`src/hw/rtl/pdmf_pkg.sv`:
```
// Shared types, constants and helper functions for the pattern dither mask fill block.
// Used by every module under hw/rtl; it depends on nothing else.
package pdmf_pkg;

  // Field and register widths fixed by the register map and stream format
  localparam int MODE_W      = 5;
  localparam int PERIOD_W    = 8;
  localparam int COLOR_W     = 8;
  localparam int OFFSET_W    = 12;
  localparam int MASK_W      = 8;
  localparam int CODE_W      = 4;
  localparam int CFG_ADDR_W  = 5;
  localparam int CFG_DATA_W  = 32;
  localparam int OUT_TDATA_W = ((1 + COLOR_W + 7) / 8) * 8;

  // Restoring division steps done in one pipeline stage
  localparam int DIV_BITS_PER_STAGE = 4;

  // Register indexes (byte address = 4 * index)
  typedef enum logic [2:0] {
    REG_DITHER_MODE = 3'd0,
    REG_PERIOD      = 3'd1,
    REG_FILL_COLOR  = 3'd2,
    REG_X_OFFSET    = 3'd3,
    REG_Y_OFFSET    = 3'd4
  } reg_idx_t;

  // Pattern codes held in dither_mode[4:1]; codes eight and up paint everything
  typedef enum logic [CODE_W-1:0] {
    PAT_CHECKER    = 4'd0,
    PAT_CRISSCROSS = 4'd1,
    PAT_DIAG_DR    = 4'd2,
    PAT_DIAG_UR    = 4'd3,
    PAT_ROWS       = 4'd4,
    PAT_COLUMNS    = 4'd5,
    PAT_DOTS       = 4'd6,
    PAT_GRID       = 4'd7
  } pattern_t;

  // Configuration register contents
  typedef struct packed {
    logic [MODE_W-1:0]   dither_mode;
    logic [PERIOD_W-1:0] period;
    logic [COLOR_W-1:0]  fill_color;
    logic [OFFSET_W-1:0] x_offset;
    logic [OFFSET_W-1:0] y_offset;
  } cfg_t;

  // Per-request division state carried down the pipeline
  typedef struct packed {
    logic [PERIOD_W-1:0] rem_x;
    logic [PERIOD_W-1:0] rem_y;
    logic                qbit_x;
    logic                qbit_y;
    logic                mask_nz;
  } div_state_t;

  // One restoring division step result
  typedef struct packed {
    logic [PERIOD_W-1:0] rem;
    logic                q;
  } div_step_t;

  // Shift one dividend bit into the partial remainder and try to subtract.
  // rem < divisor, so the trial value fits PERIOD_W+1 bits and the new
  // remainder fits PERIOD_W bits.
  function automatic div_step_t div_step(input logic [PERIOD_W-1:0] rem,
                                         input logic                bit_in,
                                         input logic [PERIOD_W-1:0] divisor);
    logic [PERIOD_W:0] trial;
    logic [PERIOD_W:0] diff;
    div_step_t         res;
    trial = {rem, bit_in};
    diff  = trial - {1'b0, divisor};
    if (trial >= {1'b0, divisor}) begin
      res.rem = diff[PERIOD_W-1:0];
      res.q   = 1'b1;
    end else begin
      res.rem = trial[PERIOD_W-1:0];
      res.q   = 1'b0;
    end
    return res;
  endfunction

endpackage

```
`src/hw/rtl/pattern_dither_mask_fill_top.sv`:
```
// Screen-door dither fill behind a shape mask: pixel stream in, write request out.
//
// Input stream (s_*): one request per pixel, tdata = {mask_value, pixel_y, pixel_x}.
// Output stream (m_*): one result per pixel, tdata = {pixel_out, write_enable}.
// Configuration: APB-style port, registers at 0x00 dither_mode, 0x04 period,
// 0x08 fill_color, 0x0C x_offset, 0x10 y_offset; pready is tied high.
// Stages: one for the offset add, one per four bits of restoring division
// by the period, one for the pattern test.
// Throughput: one pixel per clock while m_tready is high; every stage is a
// register with its own valid bit, and the division pipeline handles a new
// pixel each cycle unless stalled.
// Stalls: when m_tready is low, ready backs up stage by stage; empty stages
// keep filling, so nothing is lost or repeated.
// Reset: all stages empty, registers return to mode 0, period 1, color 0,
// offsets 0. Write configuration only with the pipeline drained.
// Depends on pdmf_pkg, pdmf_regs, pdmf_div_stage and pdmf_pattern.
module pattern_dither_mask_fill_top #(
  parameter int COORD_WIDTH = 12
) (
  input  logic                                      clk,
  input  logic                                      rst,
  // Pixel request stream
  input  logic                                      s_tvalid,
  output logic                                      s_tready,
  // tdata: pixel_x, pixel_y, mask_value (low to high), zero padded to bytes
  input  logic [((2*COORD_WIDTH+pdmf_pkg::MASK_W+7)/8)*8-1:0] s_tdata,
  // Result stream
  output logic                                      m_tvalid,
  input  logic                                      m_tready,
  // tdata: write_enable, pixel_out (low to high), zero padded to bytes
  output logic [pdmf_pkg::OUT_TDATA_W-1:0]          m_tdata,
  // Configuration port
  input  logic                                      psel,
  input  logic                                      penable,
  input  logic                                      pwrite,
  input  logic [pdmf_pkg::CFG_ADDR_W-1:0]           paddr,
  input  logic [pdmf_pkg::CFG_DATA_W-1:0]           pwdata,
  output logic [pdmf_pkg::CFG_DATA_W-1:0]           prdata,
  output logic                                      pready
);
  import pdmf_pkg::*;

  localparam int SUM_W          = COORD_WIDTH + 1;
  localparam int NUM_DIV_STAGES = (SUM_W + DIV_BITS_PER_STAGE - 1) / DIV_BITS_PER_STAGE;
  localparam int DVD_W          = NUM_DIV_STAGES * DIV_BITS_PER_STAGE;

  cfg_t                  cfg;
  logic [PERIOD_W-1:0]   divisor;

  logic [COORD_WIDTH-1:0] pixel_x;
  logic [COORD_WIDTH-1:0] pixel_y;
  logic [MASK_W-1:0]      mask_value;
  logic [COORD_WIDTH-1:0] off_x;
  logic [COORD_WIDTH-1:0] off_y;
  logic [SUM_W-1:0]       sum_x;
  logic [SUM_W-1:0]       sum_y;

  // Pipeline links: index 0 is the add stage, the last one feeds the pattern stage
  logic             pl_valid [NUM_DIV_STAGES+1];
  logic             pl_ready [NUM_DIV_STAGES+1];
  div_state_t       pl_st    [NUM_DIV_STAGES+1];
  logic [DVD_W-1:0] pl_dvd_x [NUM_DIV_STAGES+1];
  logic [DVD_W-1:0] pl_dvd_y [NUM_DIV_STAGES+1];

  // Configuration registers
  pdmf_regs u_regs (
    .clk     (clk),
    .rst     (rst),
    .psel    (psel),
    .penable (penable),
    .pwrite  (pwrite),
    .paddr   (paddr),
    .pwdata  (pwdata),
    .prdata  (prdata),
    .pready  (pready),
    .cfg     (cfg)
  );

  // Zero period behaves as period one
  assign divisor = (cfg.period == '0) ? PERIOD_W'(1) : cfg.period;

  // Unpack request and add offsets (low COORD_WIDTH bits of each)
  assign pixel_x    = s_tdata[COORD_WIDTH-1:0];
  assign pixel_y    = s_tdata[2*COORD_WIDTH-1:COORD_WIDTH];
  assign mask_value = s_tdata[2*COORD_WIDTH+MASK_W-1:2*COORD_WIDTH];
  assign off_x      = COORD_WIDTH'(cfg.x_offset);
  assign off_y      = COORD_WIDTH'(cfg.y_offset);
  assign sum_x      = SUM_W'(pixel_x) + SUM_W'(off_x);
  assign sum_y      = SUM_W'(pixel_y) + SUM_W'(off_y);

  // Add stage
  assign s_tready = !pl_valid[0] || pl_ready[0];

  always_ff @(posedge clk) begin
    if (rst) begin
      pl_valid[0] <= 1'b0;
    end else if (s_tready) begin
      pl_valid[0] <= s_tvalid;
    end
  end

  always_ff @(posedge clk) begin
    if (s_tready && s_tvalid) begin
      pl_dvd_x[0]      <= DVD_W'(sum_x);
      pl_dvd_y[0]      <= DVD_W'(sum_y);
      pl_st[0].rem_x   <= '0;
      pl_st[0].rem_y   <= '0;
      pl_st[0].qbit_x  <= 1'b0;
      pl_st[0].qbit_y  <= 1'b0;
      pl_st[0].mask_nz <= (mask_value != '0);
    end
  end

  // Division stages
  for (genvar g = 0; g < NUM_DIV_STAGES; g++) begin : g_div
    pdmf_div_stage #(
      .DVD_W (DVD_W)
    ) u_div (
      .clk       (clk),
      .rst       (rst),
      .divisor   (divisor),
      .in_valid  (pl_valid[g]),
      .in_ready  (pl_ready[g]),
      .in_st     (pl_st[g]),
      .in_dvd_x  (pl_dvd_x[g]),
      .in_dvd_y  (pl_dvd_y[g]),
      .out_valid (pl_valid[g+1]),
      .out_ready (pl_ready[g+1]),
      .out_st    (pl_st[g+1]),
      .out_dvd_x (pl_dvd_x[g+1]),
      .out_dvd_y (pl_dvd_y[g+1])
    );
  end

  // Pattern test and output register
  pdmf_pattern u_pattern (
    .clk         (clk),
    .rst         (rst),
    .divisor     (divisor),
    .dither_mode (cfg.dither_mode),
    .fill_color  (cfg.fill_color),
    .in_valid    (pl_valid[NUM_DIV_STAGES]),
    .in_ready    (pl_ready[NUM_DIV_STAGES]),
    .in_st       (pl_st[NUM_DIV_STAGES]),
    .m_tvalid    (m_tvalid),
    .m_tready    (m_tready),
    .m_tdata     (m_tdata)
  );

endmodule

```
`src/hw/rtl/pdmf_regs.sv`:
```
// APB-style configuration register file for the pattern dither mask fill block.
// Depends on pdmf_pkg for register indexes and the cfg_t layout.
module pdmf_regs (
  input  logic                            clk,
  input  logic                            rst,
  input  logic                            psel,
  input  logic                            penable,
  input  logic                            pwrite,
  input  logic [pdmf_pkg::CFG_ADDR_W-1:0] paddr,
  input  logic [pdmf_pkg::CFG_DATA_W-1:0] pwdata,
  output logic [pdmf_pkg::CFG_DATA_W-1:0] prdata,
  output logic                            pready,
  output pdmf_pkg::cfg_t                  cfg
);
  import pdmf_pkg::*;

  cfg_t     regs;
  reg_idx_t idx;
  logic     wr_en;

  assign pready = 1'b1;
  assign idx    = reg_idx_t'(paddr[CFG_ADDR_W-1:2]);
  assign wr_en  = psel && penable && pwrite;
  assign cfg    = regs;

  // Register writes
  always_ff @(posedge clk) begin
    if (rst) begin
      regs.dither_mode <= '0;
      regs.period      <= PERIOD_W'(1);
      regs.fill_color  <= '0;
      regs.x_offset    <= '0;
      regs.y_offset    <= '0;
    end else if (wr_en) begin
      unique case (idx)
        REG_DITHER_MODE: regs.dither_mode <= pwdata[MODE_W-1:0];
        REG_PERIOD:      regs.period      <= pwdata[PERIOD_W-1:0];
        REG_FILL_COLOR:  regs.fill_color  <= pwdata[COLOR_W-1:0];
        REG_X_OFFSET:    regs.x_offset    <= pwdata[OFFSET_W-1:0];
        REG_Y_OFFSET:    regs.y_offset    <= pwdata[OFFSET_W-1:0];
        default: ;
      endcase
    end
  end

  // Read mux
  always_comb begin
    unique case (idx)
      REG_DITHER_MODE: prdata = CFG_DATA_W'(regs.dither_mode);
      REG_PERIOD:      prdata = CFG_DATA_W'(regs.period);
      REG_FILL_COLOR:  prdata = CFG_DATA_W'(regs.fill_color);
      REG_X_OFFSET:    prdata = CFG_DATA_W'(regs.x_offset);
      REG_Y_OFFSET:    prdata = CFG_DATA_W'(regs.y_offset);
      default:         prdata = '0;
    endcase
  end

endmodule

```
`src/hw/rtl/pdmf_div_stage.sv`:
```
// One pipeline stage of restoring division of both coordinates by the period.
// Depends on pdmf_pkg for div_state_t and div_step().
module pdmf_div_stage #(
  parameter int DVD_W = 16
) (
  input  logic                          clk,
  input  logic                          rst,
  input  logic [pdmf_pkg::PERIOD_W-1:0] divisor,
  input  logic                          in_valid,
  output logic                          in_ready,
  input  pdmf_pkg::div_state_t          in_st,
  input  logic [DVD_W-1:0]              in_dvd_x,
  input  logic [DVD_W-1:0]              in_dvd_y,
  output logic                          out_valid,
  input  logic                          out_ready,
  output pdmf_pkg::div_state_t          out_st,
  output logic [DVD_W-1:0]              out_dvd_x,
  output logic [DVD_W-1:0]              out_dvd_y
);
  import pdmf_pkg::*;

  logic             valid;
  div_state_t       st;
  logic [DVD_W-1:0] dvd_x;
  logic [DVD_W-1:0] dvd_y;

  div_state_t       st_next;
  logic [DVD_W-1:0] dvd_x_next;
  logic [DVD_W-1:0] dvd_y_next;

  assign in_ready  = !valid || out_ready;
  assign out_valid = valid;
  assign out_st    = st;
  assign out_dvd_x = dvd_x;
  assign out_dvd_y = dvd_y;

  // DIV_BITS_PER_STAGE division steps, dividend consumed MSB first
  always_comb begin
    div_step_t sx;
    div_step_t sy;
    st_next    = in_st;
    dvd_x_next = in_dvd_x;
    dvd_y_next = in_dvd_y;
    for (int i = 0; i < DIV_BITS_PER_STAGE; i++) begin
      sx = div_step(st_next.rem_x, dvd_x_next[DVD_W-1], divisor);
      sy = div_step(st_next.rem_y, dvd_y_next[DVD_W-1], divisor);
      st_next.rem_x  = sx.rem;
      st_next.qbit_x = sx.q;
      st_next.rem_y  = sy.rem;
      st_next.qbit_y = sy.q;
      dvd_x_next = {dvd_x_next[DVD_W-2:0], 1'b0};
      dvd_y_next = {dvd_y_next[DVD_W-2:0], 1'b0};
    end
  end

  // Stage valid
  always_ff @(posedge clk) begin
    if (rst) begin
      valid <= 1'b0;
    end else if (in_ready) begin
      valid <= in_valid;
    end
  end

  // Stage payload
  always_ff @(posedge clk) begin
    if (in_ready && in_valid) begin
      st    <= st_next;
      dvd_x <= dvd_x_next;
      dvd_y <= dvd_y_next;
    end
  end

endmodule

```
`src/hw/rtl/pdmf_pattern.sv`:
```
// Final stage: pattern test on quotient bits and remainders, plus the output register.
// Depends on pdmf_pkg for pattern codes, div_state_t and widths.
module pdmf_pattern (
  input  logic                             clk,
  input  logic                             rst,
  input  logic [pdmf_pkg::PERIOD_W-1:0]    divisor,
  input  logic [pdmf_pkg::MODE_W-1:0]      dither_mode,
  input  logic [pdmf_pkg::COLOR_W-1:0]     fill_color,
  input  logic                             in_valid,
  output logic                             in_ready,
  input  pdmf_pkg::div_state_t             in_st,
  output logic                             m_tvalid,
  input  logic                             m_tready,
  output logic [pdmf_pkg::OUT_TDATA_W-1:0] m_tdata
);
  import pdmf_pkg::*;

  logic               valid;
  logic               write_enable;
  logic [COLOR_W-1:0] pixel_out;

  logic               hit;
  logic               holds;
  logic [CODE_W-1:0]  code;
  logic               mx0;
  logic               my0;
  logic               mx_eq_my;

  assign code     = dither_mode[MODE_W-1:1];
  assign mx0      = (in_st.rem_x == '0);
  assign my0      = (in_st.rem_y == '0);
  assign mx_eq_my = (in_st.rem_x == in_st.rem_y);

  // Pattern test
  always_comb begin
    unique case (pattern_t'(code))
      PAT_CHECKER:    holds = in_st.qbit_x ^ in_st.qbit_y;
      PAT_CRISSCROSS: holds = mx_eq_my || ((divisor - in_st.rem_x) == in_st.rem_y);
      PAT_DIAG_DR:    holds = mx_eq_my;
      PAT_DIAG_UR:    holds = ((divisor - PERIOD_W'(1) - in_st.rem_x) == in_st.rem_y);
      PAT_ROWS:       holds = my0;
      PAT_COLUMNS:    holds = mx0;
      PAT_DOTS:       holds = mx0 && my0;
      PAT_GRID:       holds = mx0 || my0;
      default:        holds = 1'b1;
    endcase
  end

  // Codes eight and up ignore the invert bit
  assign hit = code[CODE_W-1] ? 1'b1 : (holds ^ dither_mode[0]);

  assign in_ready = !valid || m_tready;
  assign m_tvalid = valid;
  assign m_tdata  = OUT_TDATA_W'({pixel_out, write_enable});

  // Output valid
  always_ff @(posedge clk) begin
    if (rst) begin
      valid <= 1'b0;
    end else if (in_ready) begin
      valid <= in_valid;
    end
  end

  // Output payload
  always_ff @(posedge clk) begin
    if (in_ready && in_valid) begin
      write_enable <= in_st.mask_nz && hit;
      pixel_out    <= fill_color;
    end
  end

endmodule
```
`config.mk`:
```
export PLATFORM = sky130hd
export DESIGN_NAME = pattern_dither_mask_fill_top
export DESIGN_NICKNAME = d
export VERILOG_FILES = /design/src/hw/rtl/pdmf_pkg.sv /design/src/hw/rtl/pattern_dither_mask_fill_top.sv /design/src/hw/rtl/pdmf_regs.sv /design/src/hw/rtl/pdmf_div_stage.sv /design/src/hw/rtl/pdmf_pattern.sv
export SDC_FILE = /design/constraint.sdc
export NUM_CORES = 1
export LEC_CHECK = 0
export BUFFER_PORTS_ARGS = -buffer_cell sky130_fd_sc_hd__buf_2
export CAP_MARGIN = 10
export CELL_PAD_IN_SITES_DETAIL_PLACEMENT = 1
export CELL_PAD_IN_SITES_GLOBAL_PLACEMENT = 2
export CORE_ASPECT_RATIO = 1.4
export CORE_MARGIN = 5
export CORE_UTILIZATION = 38
export CTS_BUF_LIST = sky130_fd_sc_hd__clkbuf_16
export CTS_CLUSTER_DIAMETER = 120
export DETAILED_ROUTE_END_ITERATION = 8
export PLACE_DENSITY_LB_ADDON = 0.1
export SLEW_MARGIN = 25
export SYNTH_ARGS = -nofsm -noshare
export SYNTH_HDL_FRONTEND = slang
export SYNTH_HIERARCHICAL = 1
export SYNTH_SLANG_ARGS = --single-unit
```
`constraint.sdc`:
```
create_clock -name clk -period 9.6 [get_ports clk]
set_clock_uncertainty 0.1 [all_clocks]
set_input_delay 0.48 -clock clk [delete_from_list [all_inputs] [get_ports clk]]
set_output_delay 0.48 -clock clk [all_outputs]
set_load 0.02 [all_outputs]
```
==> metrics list, run 1 <==
- Result of the run: finished, final reports clean
- For hold timing, the worst endpoint is pl_valid[4].
- Post-CTS clock slew at the launch and capture registers of the worst setup and hold paths: 0.07 ns
- In this run, CTS created clock tree buffers numbering 25.
- Final hold violation count: 0
- Number of max-capacitance violations reported: 0
- The first global-routing pass estimated 108,000 um of wire.
- Antenna violation net count after detailed routing: 0
- Worst stage delay on the critical path: 0.44 ns
* TritonCTS clock tree: built
* Via total after detailed routing: 18,700
* Detailed Route Iter0 Violations: 496
- Entering global routing, the biggest net connects 65 pins.
* Area of the mapped netlist: 22,900 um^2
- The finished cells cover 25,700 um^2.
- STA classifies the critical path startpoint as a flop.
* Final setup violation count: 0
- Global routing used 20.2% of the available tracks across all layers.
- In this run the worst hold path is classified as in -> reg.
* Initial cell density of the core: 38.3%
* Number of design rule violations left after detail routing: 0
- Root Buffer: sky130_fd_sc_hd__clkbuf_16
- In the final routed layout, each cell accounts on average for 19.5 um.
- Die boundary height: 301 um
- Maximum clock insertion buffer count: 3
- The via count of the first global-routing pass came to 20,300.
* Final min period: 8.99 ns
* NumNets Final: 3,041
- CTS built an H-tree with a depth of 1.
- Core Region: 59,800 um^2
- Fraction of final layout cells sized beyond drive strength 1: 16.4%
- The HPWL after detailed placement is 55,900 um.
- Critical Path AT: 9.18 ns
* Synthesized area per cell: 9.36 um^2
* Die outline width: 218 um
* Data required, critical path: 9.79 ns
- Origin of the worst min-delay path: s_tvalid
* Pre-antenna DRT Iters: 4
- Once placement finished, the instance area stood at 24,800 um^2.
* # port buffers: 76
- The initialized floorplan defines 106 standard-cell rows.
- The tree built by TritonCTS fans out to 205 sinks.
- Reg-to-reg startpoint: u_regs/cfg[36]
- Number of antenna cells inserted: 0
* Max-slew violation count: 0
* R2R Path End: g_div[3].u_div/out_st[15]
- In this run the tightest slew margin relative to its limit is 32.0%.
* Hold-critical path depth: 3
* Overflow left after global routing: 0
- Initial antenna violation count: 1
- Layout Area Growth over Synthesis: 12.3%
* Cells on worst reg2reg path: 37
- Largest driver fanout on the critical path: 11
- Post-route clock period utilization: 93.7%
* Crit path capture type: flop
- Crit path max-delay family: compound AO/OA/AOI/OAI gates
* Tightest Pin Transition: 1.02 ns
- Register-to-Register Setup Slack: 0.61 ns
* Synthesized instance count: 2,449
- The Yosys step of the flow raised 6 warnings.
- Dividing the detail-routed via count by the number of cells gives 5.40.
- At the later pin of the worst-skew pair, clock insertion delay measures 0.57 ns.
* Number of primary I/O pins: 127
- The library cell used most frequently in the layout, excluding fill and tap cells, is sky130_fd_sc_hd__ha_1.
* Achievable frequency: 111 MHz
- Among all stages on the critical path, the largest delay is contributed by sky130_fd_sc_hd__dfxtp_2.
- Most frequent cells in the layout: 288 x sky130_fd_sc_hd__ha_1, 177 x sky130_fd_sc_hd__inv_1, 155 x sky130_fd_sc_hd__a21oi_1, 154 x sky130_fd_sc_hd__edfxtp_1, 130 x sky130_fd_sc_hd__nor2_1
- Routed Wire Length: 67,800 um
- The number of buffers and inverters on the critical path is 4.
- Global placement routability congestion: 0.857
* Overall die area: 65,400 um^2
- Category of the most critical setup path: reg -> reg
repair_timing:
item	in CTS	in global routing
buffers inserted	0	5
endpoints found under the setup margin	0	66
hold buffers	0	0
hold endpoints to repair	0	0
gates resized for setup	0	40
per-layer routing:
layer	vias up	part of all wire (%)	track usage, %
met3	100	2.0	1.81
met4	2	3.3	6.47
li1	9287	-	-
met1	9148	42	23.5
met2	190	53	38.7
met5	-	0.019	0
metrics by stage:
stage	setup WS (ns)	hold slack [ns]	utilization, %	instances	setup TNS [ns]
4_1_cts	0.0627	0.0328	42.8	3465	0
6_report	0.608	0.0645	43.0	3470	0
3_5_place_dp	0.134	0.306	41.4	3419	0
5_1_grt	-0.0211	0.0530	43.0	3470	-0.0600
2_1_floorplan	0.604	0.300	-	2518	0
3_3_place_gp	0.289	0.302	41.4	3419	0
area by class of cell:
type	count	area, um^2
Clock inverter	21	160
Fill cell	6911	34100
Clock buffer	25	626
Sequential cell	205	5650
Multi-Input combinational cell	2067	16500
Tap cell	810	1010
Inverter	173	649
Timing Repair Buffer	169	1120
state kept, by name, summed over array words and instances (netlist names):
register                flops
g_div.u_div/out_dvd_x      24
pl_dvd_y                   13
u_regs/cfg                 45
u_pattern/write_enable      1
g_div.u_div/out_dvd_y      24
u_pattern/pixel_out         8
u_pattern/m_tvalid          1
pl_dvd_x                   13
pl_st                       1
pl_valid                    1
g_div.u_div/out_st         70
g_div.u_div/out_valid       4
worst max-delay path by stage:
stage | from | to | slack (ns) | cells past startpoint
3_5_place_dp | u_regs/cfg[36] | g_div[3].u_div/out_st[4] | 0.13 | 39
3_3_place_gp | u_regs/cfg[36] | g_div[2].u_div/out_st[10] | 0.29 | 34
5_1_grt | u_regs/cfg[37] | g_div[2].u_div/out_st[6] | -0.02 | 36
4_1_cts | u_regs/cfg[36] | g_div[3].u_div/out_st[4] | 0.06 | 39
6_report | u_regs/cfg[36] | g_div[3].u_div/out_st[15] | 0.61 | 37
2_1_floorplan | u_regs/cfg[33] | g_div[2].u_div/out_st[10] | 0.60 | 37
worst reg2reg max path, delay by kind of cell (launching register included):
kind            cells  cell delay, ns
compound gates     17            3.91
fa+ha+maj           5            1.66
simple gates        7            1.27
mux                 3            0.88
flops               1            0.44
buf+inv             4            0.38
xor+xnor            1            0.07
Power of run 1 is left out: the tool's default activity adds up to more than one toggle a clock period on the data nets, which glitch-free logic cannot reach.
==> run 2: changes to the inputs <==
--- a/config.mk
+++ b/config.mk
@@ -11,7 +11,7 @@
 export CELL_PAD_IN_SITES_GLOBAL_PLACEMENT = 2
 export CORE_ASPECT_RATIO = 1.4
 export CORE_MARGIN = 5
-export CORE_UTILIZATION = 38
+export CORE_UTILIZATION = 36
 export CTS_BUF_LIST = sky130_fd_sc_hd__clkbuf_16
 export CTS_CLUSTER_DIAMETER = 120
 export DETAILED_ROUTE_END_ITERATION = 8
@@ -19,5 +19,4 @@
 export SLEW_MARGIN = 25
 export SYNTH_ARGS = -nofsm -noshare
 export SYNTH_HDL_FRONTEND = slang
-export SYNTH_HIERARCHICAL = 1
 export SYNTH_SLANG_ARGS = --single-unit
==> run 2 against run 1 <==
Largest cell class unchanged. Synthesized area decreased by 7.8%. Count of clock-buffer cells in the layout unchanged. Routed wire length grew 6.6%. Global-route usage increased by 1.8 points. Die area decreased by 2.6%. Critical path depth rose by 1. Flip-flop and latch count stayed put. Synthesized cell count shrank 3.3%. Core utilization decreased by 1.4 points. Register-to-register slack lost 0.09 ns. Non-clock buffer count is 55 higher. Cell count fell by 4.0%.
==> metrics list, run 2 <==
- For this run, the number of standard cells in the final layout without fillers is 3,331.
* Clk_lat worst skew: 0.55 ns
- Reg-to-reg startpoint: u_regs.cfg[34]
- Synthesized area per cell: 8.93 um^2
* Overflow left after global routing: 0
- The repair_antennas step left the layout with diodes totalling 0.
* Initial cell density of the core: 36.2%
- Post-route clock period utilization: 94.6%
- Layout Area Growth over Synthesis: 15.2%
* Placed insts: 3,276
- Among the stages of the critical path, the cell type that occurs most often is sky130_fd_sc_hd__ha_1.
- Worst stage delay on the critical path: 0.45 ns
* Antenna violation net count after detailed routing: 0
* Die boundary height: 297 um
* Pre-antenna DRT Iters: 5
- Headroom to the max-slew limit came out at 34.5%.
* FFs w/ async S/R, synth: 0%
- Most frequent cells in the layout: 247 x sky130_fd_sc_hd__ha_1, 207 x sky130_fd_sc_hd__nor2_1, 158 x sky130_fd_sc_hd__nand2_1, 156 x sky130_fd_sc_hd__a21oi_1, 154 x sky130_fd_sc_hd__edfxtp_1
* Crit path capture type: flop
* Syn. warnings: 0
- Timing would allow up to 110 MHz.
* Final min period: 9.08 ns
- Number of max-capacitance violations reported: 0
- At the pin with the least slew margin, the transition time is 0.977 ns.
- Synthesis produced a netlist whose cell count is 2,367.
- Broken down by cell family, the worst path's largest delay share belongs to compound AO/OA/AOI/OAI gates.
- Seq/Total Area, Yosys: 26.7%
- First-pass GRT wire length: 113,000 um
* Count of cell instances traversed by the critical path: 38
- The number of buffers and inverters on the critical path is 4.
* Number of design rule violations left after detail routing: 0
- Routed Wire Length: 72,300 um
* Via count of the first global-routing pass: 20,200
* Fraction of final layout cells sized beyond drive strength 1: 16.1%
- In this run the cell area of the synthesized design comes to 21,100 um^2.
* Overall die area: 63,700 um^2
- Of the post-synthesis cell area, the dominant cell type holds 21.9%.
* # port buffers: 76
- Setup repair after global routing could not meet its margin everywhere.
- For the worst flop-to-flop path, the logic depth is 38.
* Root Buffer: sky130_fd_sc_hd__clkbuf_16
- The clock net in this run drives a total of 205 sinks.
- Sorting the synthesized cells by how often they occur yields 247 x sky130_fd_sc_hd__ha_1, 208 x sky130_fd_sc_hd__nor2_1, 162 x sky130_fd_sc_hd__a21oi_1.
* Largest driver fanout on the critical path: 8
* Most numerous cell in the Yosys netlist: sky130_fd_sc_hd__ha_1
- For this run, the post-layout net count is 2,917.
* Data required, critical path: 9.79 ns
- Across all register-to-register paths, the minimum setup slack is 0.52 ns.
* Flip-flop count of the largest register, all copies and words added: 70
- Via total after detailed routing: 18,600
- The longest clock path from root to sink contains 3 buffers.
- Half-perimeter wire length of the detailed placement result: 58,200 um
- Result of the run: finished, final reports clean
- In this run the number of H-tree levels came out at 1.
* TritonCTS clock tree: built
- The count of endpoints failing hold in the final timing report was 0.
* Startpoint class of the critical path: flop
- EDFF count, synth: 154
- The setup path with the least slack is of type reg -> reg.
- Number of primary I/O pins: 127
- Register bit total from synthesis: 205
- The initial antenna violation count came to 1.
- The biggest area contributor in the post-synthesis netlist is sky130_fd_sc_hd__edfxtp_1.
- The final count of pins violating max slew was 0.
* Die outline width: 215 um
- Final setup violation count: 0
* Filler Cell Count: 6,821
- Worst hold endpoint: u_regs.cfg[10]
- TritonCTS created 24 clock buffers.
* Global-route usage over all layers: 22.0%
- After floorplanning, the core was sized to cover 58,500 um^2.
* Hold-critical path depth: 3
- Origin of the worst min-delay path: pwdata[10]
- For this block, the initial DRC count from the detailed router was 542.
- Entering global routing, the biggest net connects 52 pins.
- In the routed layout, each cell is associated on average with a via count of 5.58.
- In the synthesized netlist the dominant register cell turns out to be sky130_fd_sc_hd__edfxtp_1.
- Row generation in the floorplan step produced 105 rows.
* Critical Path AT: 9.27 ns
- Routed length per placed instance: 21.7 um
- Clock-pin slew was measured on the worst setup and hold paths at 0.07 ns.
- HP Class: in -> reg
- Leading cell types by total area after synthesis: sky130_fd_sc_hd__edfxtp_1 22%, sky130_fd_sc_hd__ha_1 15%, sky130_fd_sc_hd__dfxtp_1 4.8%
- R2R Path End: g_div[1].u_div.out_st[7]
- The largest individual stage delay along the critical path comes from the cell sky130_fd_sc_hd__dfxtp_1.
- At the end of routability-driven placement, the weighted congestion stood at 0.857.
* Post-synth cell types: 101
* Commonest non-fill, non-tap cell in the layout: sky130_fd_sc_hd__ha_1
-- run 2: through the flow --
step | hold slack, ns | utilization (%) | cell area, um^2 | setup TNS, ns | worst slack [ns]
after floorplan | 0.300 | - | 21200 | 0 | 0.0295
after global placement | 0.301 | 39.8 | 23200 | -0.185 | -0.0851
after detailed placement | 0.306 | 39.8 | 23300 | -0.105 | -0.0381
after CTS | 0.0569 | 41.3 | 24100 | 0 | 0.0363
after global routing | 0.0907 | 41.6 | 24300 | -0.0680 | -0.0332
final | 0.0887 | 41.6 | 24300 | 0 | 0.517
-- run 2: area by class of cell --
class	count	area, um^2	area share, %
multi-input cells	1961	14800	60.9
flip-flops and latches	205	5650	23.2
repair buffers	224	1560	6.39
well taps	749	937	3.85
clock buffers	25	626	2.57
inverters	148	563	2.31
clock inverters	19	200	0.822
-- run 2: tightest hold or removal path, delay by kind of cell --
family	cells	cell delay, ns
buffers and inverters	1	0.11
AOI/OAI and AO/OA	1	0.05
and+or+nand+nor	1	0.05
-- run 2: per-layer routing --
layer / up-vias / global-route usage, % / share of wire [%]
met5: - / 0 / 0
met4: 0 / 4.85 / 2.3
met3: 83 / 1.47 / 2.0
met2: 228 / 43.3 / 54
met1: 9181 / 25.9 / 42
li1: 9107 / - / -
-- run 2: logic make-up after synthesis --
group / synth area share (%)
buffers and inverters: 4.70
DFF: 26.7
xor gates and xnor gates: 6.34
muxes: 6.59
adders and majority gates: 17.5
other: 0.0355
AOI/OAI and AO/OA: 20.7
and+or+nand+nor: 17.4
-- run 2: how the worst max path moves through the flow --
stage / from / end / slack, ns
2_1_floorplan: u_regs.cfg[35] / g_div[3].u_div.out_st[15] / 0.03
3_3_place_gp: u_regs.cfg[35] / g_div[3].u_div.out_st[5] / -0.09
3_5_place_dp: u_regs.cfg[35] / g_div[3].u_div.out_st[6] / -0.04
4_1_cts: u_regs.cfg[39] / g_div[3].u_div.out_st[15] / 0.04
5_1_grt: u_regs.cfg[35] / g_div[2].u_div.out_st[3] / -0.03
6_report: u_regs.cfg[34] / g_div[1].u_div.out_st[7] / 0.52
-- run 2: repair_timing --
action,in CTS,in global routing
buffers inserted,3,8
hold endpoints to repair,0,0
endpoints found under the setup margin,15,50
pin swaps,0,4
hold buffers,0,0
resized for setup,4,48
Power of run 2 is left out for the same reason.
==> run 3: changes to the inputs <==
--- a/config.mk
+++ b/config.mk
@@ -15,7 +15,7 @@
 export CTS_BUF_LIST = sky130_fd_sc_hd__clkbuf_16
 export CTS_CLUSTER_DIAMETER = 120
 export DETAILED_ROUTE_END_ITERATION = 8
-export PLACE_DENSITY_LB_ADDON = 0.1
+export PLACE_DENSITY_LB_ADDON = 0.2
 export SLEW_MARGIN = 25
 export SYNTH_ARGS = -nofsm -noshare
 export SYNTH_HDL_FRONTEND = slang
==> run 3 against run 2 <==
Global-route usage decreased by 0.66 points. Routed wire length decreased by 2.6%. Maximum frequency decreased by 1.1%. Setup slack got worse by 0.10 ns. Register-to-register slack got worse by 0.10 ns. Non-clock buffer count unchanged. Die area unchanged. Critical endpoint is now g_div[1].u_div.out_st[10].
==> metrics list, run 3 (same netlist as run 2, synthesis figures left out) <==
* Result of the run: finished, final reports clean
* Detailed Route Iter0 Violations: 597
- Number of max-capacitance violations reported: 0
- The initialized floorplan defines 105 standard-cell rows.
- Routed Wire Length: 70,500 um
- The first global-routing pass estimated 110,000 um of wire.
- In this design, the critical path's most frequently occurring cell is sky130_fd_sc_hd__ha_1.
- STA classifies the critical path endpoint as a flop.
- The HPWL after detailed placement is 57,300 um.
- STA puts the critical path data required time at 9.79 ns.
- The initial utilization of the core area, before any placement, comes to 36.2%.
- Final non-filler cell total: 3,329
- Core Region: 58,500 um^2
* Worst hold endpoint: u_regs.cfg[10]
- The initial antenna violation count was 1.
* Worst max-slew margin expressed relative to the limit: 31.0%
* Inserted Clock Buffers: 23
* Register-to-Register Setup Slack: 0.42 ns
* Number of buffer and inverter stages on the critical path: 3
- Category of the most critical setup path: reg -> reg
- The worst setup path is launched from a flop.
* Commonest non-fill, non-tap cell in the layout: sky130_fd_sc_hd__ha_1
- The die is 215 um wide.
* Reg-to-reg startpoint: u_regs.cfg[38]
- Final hold analysis gives a worst-case slack of 0.0930 ns.
- Crit path max-delay family: compound AO/OA/AOI/OAI gates
- Largest driver fanout on the critical path: 9
- The cell sitting at the root of the clock tree is a sky130_fd_sc_hd__clkbuf_16.
- # port buffers: 76
- Dividing the detail-routed via count by the number of cells gives 5.60.
- Maximum clock insertion buffer count: 3
- Achievable frequency: 109 MHz
- Subtracting the final worst setup slack from the clock period gives 9.18 ns.
- Worst stage delay on the critical path: 0.50 ns
* HP Class: in -> reg
* Routed length per placed instance: 21.2 um
- In this run the number of H-tree levels came out at 1.
- Global-route usage over all layers: 21.3%
- Setup violations remaining at the end of the flow were counted as 0.
- At the end of routability-driven placement, the weighted congestion stood at 0.874.
* CTS Hold Buffers Added: 0
- Via count of the first global-routing pass: 20,100
- Fraction of final layout cells sized beyond drive strength 1: 15.6%
- Post-route clock period utilization: 95.7%
* Clock sink count: 205
- Maximum number of pins on one net before global-route repair: 52
* Final hold violation count: 0
* Antenna violation net count after detailed routing: 0
- In this run, placement finished with an instance count of 3,270.
- For the pin with the worst max-slew slack, the measured transition is 1.03 ns.
- Hold-critical path depth: 3
- Die boundary height: 297 um
* Max-slew violation count: 0
- Overall die area: 63,700 um^2
* Number of primary I/O pins: 127
* Cell with the biggest individual delay on the critical path: sky130_fd_sc_hd__dfxtp_1
- From synthesis to final layout, the design area changed by 15.2%.
* Flip-flop count of the largest register, all copies and words added: 70
- R2R Path End: g_div[1].u_div.out_st[10]
- Cells on worst reg2reg path: 37
* Pre-antenna DRT Iters: 5
* Number of design rule violations left after detail routing: 0
* Critical Path AT: 9.37 ns
- The final layout contains 2,916 nets.
* Most frequent cells in the layout: 246 x sky130_fd_sc_hd__ha_1, 206 x sky130_fd_sc_hd__nor2_1, 159 x sky130_fd_sc_hd__nand2_1, 156 x sky130_fd_sc_hd__a21oi_1, 154 x sky130_fd_sc_hd__edfxtp_1
- Global routing finished with a remaining overflow of 0.
- Clk_lat worst skew: 0.54 ns
- In this run the most critical hold path is launched from pwdata[10].
- After clock tree synthesis, the clock-pin slew on the worst setup and hold paths is 0.06 ns.
- Summing over every cut layer, the via total after detailed routing is 18,600.
- TritonCTS built the clock tree.
==> run 3: worst max-delay path by stage <==
stage,from,end,slack (ns),cells after the start
2_1_floorplan,u_regs.cfg[35],g_div[3].u_div.out_st[15],0.03,39
5_1_grt,u_regs.cfg[38],g_div[1].u_div.out_st[10],-0.006,40
3_3_place_gp,u_regs.cfg[39],g_div[1].u_div.out_st[10],-0.04,38
6_report,u_regs.cfg[38],g_div[1].u_div.out_st[10],0.42,37
3_5_place_dp,u_regs.cfg[39],g_div[2].u_div.out_st[3],-0.20,35
4_1_cts,u_regs.cfg[34],g_div[1].u_div.out_st[10],0.02,38
==> run 3: worst min-delay path, stage by stage <==
cell and delay [ns]:
sky130_fd_sc_hd__buf_2 0.11, sky130_fd_sc_hd__nand2_1 0.05, sky130_fd_sc_hd__a21oi_1 0.05
==> run 3: routing by layer <==
| layer | track usage (%) | part of all wire (%) | vias up |
|---|---|---|---|
| li1 | - | - | 9115 |
| met2 | 40.9 | 53 | 251 |
| met3 | 2.17 | 2.6 | 93 |
| met5 | 0 | 0 | - |
| met1 | 24.8 | 42 | 9172 |
| met4 | 6.32 | 2.8 | 0 |
==> run 3: timing repair <==
action                     CTS  global route
gates resized for setup      6            39
buffers inserted             6            11
pin swaps                    0             6
setup endpoints to repair   30            47
==> run 3: cell type report <==
cell class                      count  area, um^2
Antenna cell                        1        2.50
Timing Repair Buffer              224        1620
Clock inverter                     18         213
Tap cell                          749         937
Clock buffer                       23         576
Fill cell                        6799       34100
Multi-Input combinational cell   1961       14800
Sequential cell                   205        5650
Inverter                          148         571
==> run 3: stage by stage <==
step	TNS (ns)	setup WS, ns	util, %	area (um^2)
global placement	-0.123	-0.0365	39.7	23200
floorplan	0	0.0295	-	21200
finish	0	0.417	41.6	24300
CTS	0	0.0193	41.2	24100
global route	-0.0147	-0.00573	41.6	24300
detailed placement	-2.75	-0.202	39.7	23200
Power of run 3 is left out for the same reason.
